`src/hdl/fifo_size_weighted_cache_defines.svh`:
```
// Assertion macros for the segment cache.
`ifndef FIFO_SIZE_WEIGHTED_CACHE_DEFINES_SVH
`define FIFO_SIZE_WEIGHTED_CACHE_DEFINES_SVH
`ifndef SYNTHESIS
`define FSW_ASSERT(lbl, clk, rst_n, prop) \
  lbl: assert property (@(posedge clk) disable iff (!rst_n) prop) else $error("assertion failed");
`define FSW_ASSERT_NR(lbl, clk, prop) \
  lbl: assert property (@(posedge clk) prop) else $error("assertion failed");
`else
`define FSW_ASSERT(lbl, clk, rst_n, prop)
`define FSW_ASSERT_NR(lbl, clk, prop)
`endif
`endif

```
`src/hdl/fswc_pkg.sv`:
```
// Shared types and constants for the segment cache.
package fswc_pkg;
  localparam int unsigned Entries = 64;
  localparam int unsigned IdxW = $clog2(Entries);
  localparam int unsigned CntW = $clog2(Entries + 1);

  localparam logic [1:0] KIND_LOOKUP = 2'd0;
  localparam logic [1:0] KIND_INSERT = 2'd1;
  localparam logic [1:0] KIND_DELETE = 2'd2;
  localparam logic [1:0] KIND_CLEAR  = 2'd3;

  localparam logic [1:0] ST_OK     = 2'd0;
  localparam logic [1:0] ST_NOTFND = 2'd1;
  localparam logic [1:0] ST_TOOBIG = 2'd2;
  localparam logic [1:0] ST_DUP    = 2'd3;

  localparam logic [31:0] CapacityReset = 32'd1048576;

  typedef struct packed {
    logic [1:0]  kind;
    logic [31:0] video_key;
    logic [15:0] segment_index;
    logic [31:0] seg_size;
    logic [15:0] item_handle;
  } req_t;

  typedef struct packed {
    logic        hit;
    logic [31:0] stored_size;
    logic [15:0] stored_handle;
    logic [6:0]  evicted_count;
    logic [31:0] used_size;
    logic [31:0] read_ops;
    logic [31:0] write_ops;
    logic [1:0]  status;
  } rsp_t;
endpackage

```
`src/hdl/fswc_cfg.sv`:
```
// APB register file holding the capacity register.
module fswc_cfg (
  input  logic        clk_i,
  input  logic        rst_ni,
  input  logic        psel,
  input  logic        penable,
  input  logic        pwrite,
  input  logic [1:0]  paddr,
  input  logic [31:0] pwdata,
  output logic [31:0] prdata,
  output logic        pready,
  output logic [31:0] capacity_o
);
  import fswc_pkg::*;
  logic [31:0] cap_q;
  assign pready = 1'b1;
  always_ff @(posedge clk_i or negedge rst_ni) begin
    if (!rst_ni) begin
      cap_q <= CapacityReset;
    end else if (psel && penable && pwrite && paddr == 2'd0) begin
      cap_q <= pwdata;
    end
  end
  assign prdata = (paddr == 2'd0) ? cap_q : 32'd0;
  assign capacity_o = cap_q;
endmodule

```
`config.mk`:
```
export PLATFORM = sky130hd
export DESIGN_NAME = fswc_cfg
export DESIGN_NICKNAME = d
export VERILOG_FILES = /design/src/hdl/fifo_size_weighted_cache_defines.svh /design/src/hdl/fswc_pkg.sv /design/src/hdl/fswc_cfg.sv
export SDC_FILE = /design/constraint.sdc
export NUM_CORES = 1
export LEC_CHECK = 0
export BUFFER_PORTS_ARGS = -buffer_cell sky130_fd_sc_hd__buf_4
export CAP_MARGIN = 25
export CORE_MARGIN = 5
export CORE_UTILIZATION = 39
export CTS_BUF_LIST = sky130_fd_sc_hd__clkbuf_4 sky130_fd_sc_hd__clkbuf_8
export CTS_CLUSTER_DIAMETER = 200
export DETAILED_ROUTE_END_ITERATION = 12
export PLACE_DENSITY = 0.84
export SLEW_MARGIN = 20
export SYNTH_ARGS = -nofsm -noshare
export SYNTH_HDL_FRONTEND = slang
export SYNTH_SLANG_ARGS = --single-unit
```
`constraint.sdc`:
```
create_clock -name clk_i -period 0.85 [get_ports clk_i]
set_clock_uncertainty 0.15 [all_clocks]
set_input_delay 0.1275 -clock clk_i [delete_from_list [all_inputs] [get_ports clk_i]]
set_output_delay 0.1275 -clock clk_i [all_outputs]
set_load 0.02 [all_outputs]
```
==> impl_metrics.env <==
export IMPL_drv_slew=0
export IMPL_violations="hold timing, setup timing"
export IMPL_synth_ff_latch_count=32
export IMPL_cts_buffers=5
export IMPL_synth_yosys_seq_area_share=0.506
export IMPL_hold_path_class="in -> reg"
export IMPL_fin_util=0.848
export IMPL_diodes=0
export IMPL_path_buf_inv=1
export IMPL_ir_drop_v=0.00137
export IMPL_grt_pass1_vias=1734
export IMPL_critPathTopFamily="flip-flops"
export IMPL_cts_hold_buf=1
export IMPL_worstSetupPathType="reg -> out"
export IMPL_crit_chain="and2_4 -> buf_6"
export IMPL_tritoncts="done"
export IMPL_syn_area_per_cell_um2=14.8
export IMPL_multi_input_area_um2=751
export IMPL_clkSinkCount=32
export IMPL_critPathSlowestCell="dfstp_2"
export IMPL_syn_area_um2=1590
export IMPL_cpPeakStageDelay_ns=0.54
export IMPL_grt_pass1_wl_um=9060
export IMPL_max_freq_mhz=749
export IMPL_min_period_over_period=1.57
export IMPL_viasPerCell=4.61
export IMPL_synth_xor_area_frac=0
export IMPL_initial_core_util=0.399
export IMPL_synth_top_area_frac=0.489
export IMPL_drc_errors=0
export IMPL_ctsHtreeMaxLevel=2
export IMPL_dr_wl_met3_um=484
export IMPL_place_hpwl_um=3270
export IMPL_synth_compound_area_frac=0
export IMPL_setup_violations=96
export IMPL_cp_arrival_ns=1.06
export IMPL_dp_cells=263
export IMPL_ant_nets=0
export IMPL_final_instance_count_excl_fill=315
export IMPL_boundaryPins=104
export IMPL_num_rows=23
export IMPL_final_hold_viol_count=32
export IMPL_cp_start_kind="register"
export IMPL_rsz0062_at_grt="true"
export IMPL_drt_first_pass_iters=4
export IMPL_synth_mux_area_frac=0.298
export IMPL_drt_met1_wl_um=2000
export IMPL_die_y_um=73.8
export IMPL_met2WireLength_um=3120
export IMPL_synthesis_nets=146
export IMPL_synth_top_cells_by_count="31 x dfrtp_1, 30 x and2_1, 30 x mux2_4"
export IMPL_async_flop_share=1.00
export IMPL_synth_fa_ha_area_frac=0
export IMPL_routed_wl_um=5780
export IMPL_synth_most_common_cell="dfrtp_1"
export IMPL_cts_clk_slew_worst_paths_ns=0.07
export IMPL_netlist_top_cells_area="dfrtp_1 49%, mux2_4 28%, and2_1 12%, buf_12 3.8%, dfstp_2 1.7%"
export IMPL_synth_edf_count=0
export IMPL_p_leak_nw=1.70
export IMPL_clock_path_buffers=2
export IMPL_cp_data_required_time_ns=0.57
export IMPL_core_um2=3970
export IMPL_finalNetCount=303
export IMPL_ys_types=13
export IMPL_drtIter0Drc=32
export IMPL_cp_end_kind="primary output"
export IMPL_largest_reg_flops=32
export IMPL_power_density_nw_per_um2=2180
export IMPL_io_buffers=102
export IMPL_wl_per_cell_um=18.3
export IMPL_hold_slack_ns=-0.0774
export IMPL_die_width_um=73.8
export IMPL_worst_slack_ns=-0.486
export IMPL_yosys_warnings=0
export IMPL_die_area_um2=5440
export IMPL_cap_violations=0
export IMPL_yosys_area_share_simple=0.137
export IMPL_antenna_found_initial=0
export IMPL_top_layer="met4"
export IMPL_area_growth_synth_to_final_pct=112
export IMPL_worstPathMaxFanout=2
export IMPL_gp_congestion=0.751
export IMPL_worst_skew_pair_late_latency_ns=0.28
export IMPL_p_total_w=0.00734
export IMPL_synth_flop_cell="dfrtp_1"
export IMPL_seqCellArea_um2=802
export IMPL_synth_top_family_by_area="multiplexers"
export IMPL_fillers=201
export IMPL_overflow=0
export IMPL_drive_gt1_frac=0.875
export IMPL_root_buffer="clkbuf_8"
export IMPL_fin_crit_ns=1.34
export IMPL_grt_max_degree=33
export IMPL_status="finished with violations"
export IMPL_num_vias=1453
export IMPL_syn_inst=107
export IMPL_synth_top_area_cell="dfrtp_1"
export IMPL_grt_usage=0.226
[area by class of cell]
type,count,share of cell area
tap,50,0.0186
sequential,32,0.238
multi-input combinational,67,0.223
timing repair buffer,158,0.491
clock buffer,8,0.0290
[power by group]
group / switching [W] / internal, W / total [W]
registers: 0.000309 / 0.00189 / 0.00220
logic: 0.00142 / 0.00247 / 0.00389
clock network: 0.000530 / 0.000723 / 0.00125
total: 0.00226 / 0.00508 / 0.00734
[cell usage in the layout, fill, tap and decap left out, drive strengths merged]
master / count
buf: 157
dlygate4sd3: 1
and2: 32
conb: 1
dfstp: 1
and4: 1
mux2: 32
clkbuf: 8
dfrtp: 31
nor2: 1
[logic make-up after synthesis]
logic type    Yosys count
simple gates           34
mux                    32
flops                  32
buf+inv                 8
other cells             1
[timing repair]
item	CTS	global route
endpoints found under the hold margin	64	32
gates cloned	3	0
pin swaps	1	2
endpoints found under the setup margin	96	97
buffers inserted	38	8
gates resized for setup	113	18
[worst register-to-register path, cell delays in order (launching register included)]
cell and delay [ns]:
dfrtp_1 0.40, buf_6 0.13, buf_6 0.10, mux2_4 0.27
[path summary, 6_finish.rpt]
check,slack (ns),from,cells past startpoint,endpoint
max reg2reg,-0.32,capacity_o[0]$_DFFE_PN0P_,3,capacity_o[0]$_DFFE_PN0P_
max in group asynchronous,0.13,rst_ni,2,capacity_o[20]$_DFFE_PN1P_
min in group asynchronous,0.13,rst_ni,2,capacity_o[27]$_DFFE_PN0P_
min,-0.08,pwdata[28],2,capacity_o[28]$_DFFE_PN0P_
min reg2reg,0.41,capacity_o[28]$_DFFE_PN0P_,1,capacity_o[28]$_DFFE_PN0P_
max,-0.49,capacity_o[20]$_DFFE_PN1P_,2,prdata[20]
[per-layer routing]
| layer | global-route usage | up-vias |
|---|---|---|
| li1 | - | 662 |
| met4 | 0.0905 | 0 |
| met2 | 0.405 | 67 |
| met5 | 0 | - |
| met1 | 0.230 | 710 |
| met3 | 0.0944 | 14 |
[stage by stage]
stage               setup WS, ns  cell area, µm²  hold WS [ns]  TNS [ns]
detailed placement        -0.607            2480       -0.0639    -31.32
CTS                       -0.489            3370       -0.0844    -34.06
finish                    -0.486            3370       -0.0774    -33.24
global placement          -0.578            2480       -0.0676    -29.73
global route              -0.515            3370       -0.0880    -36.09
floorplan                 -0.419            1630        -0.318    -16.59
Power figures use the tool's default switching activity.
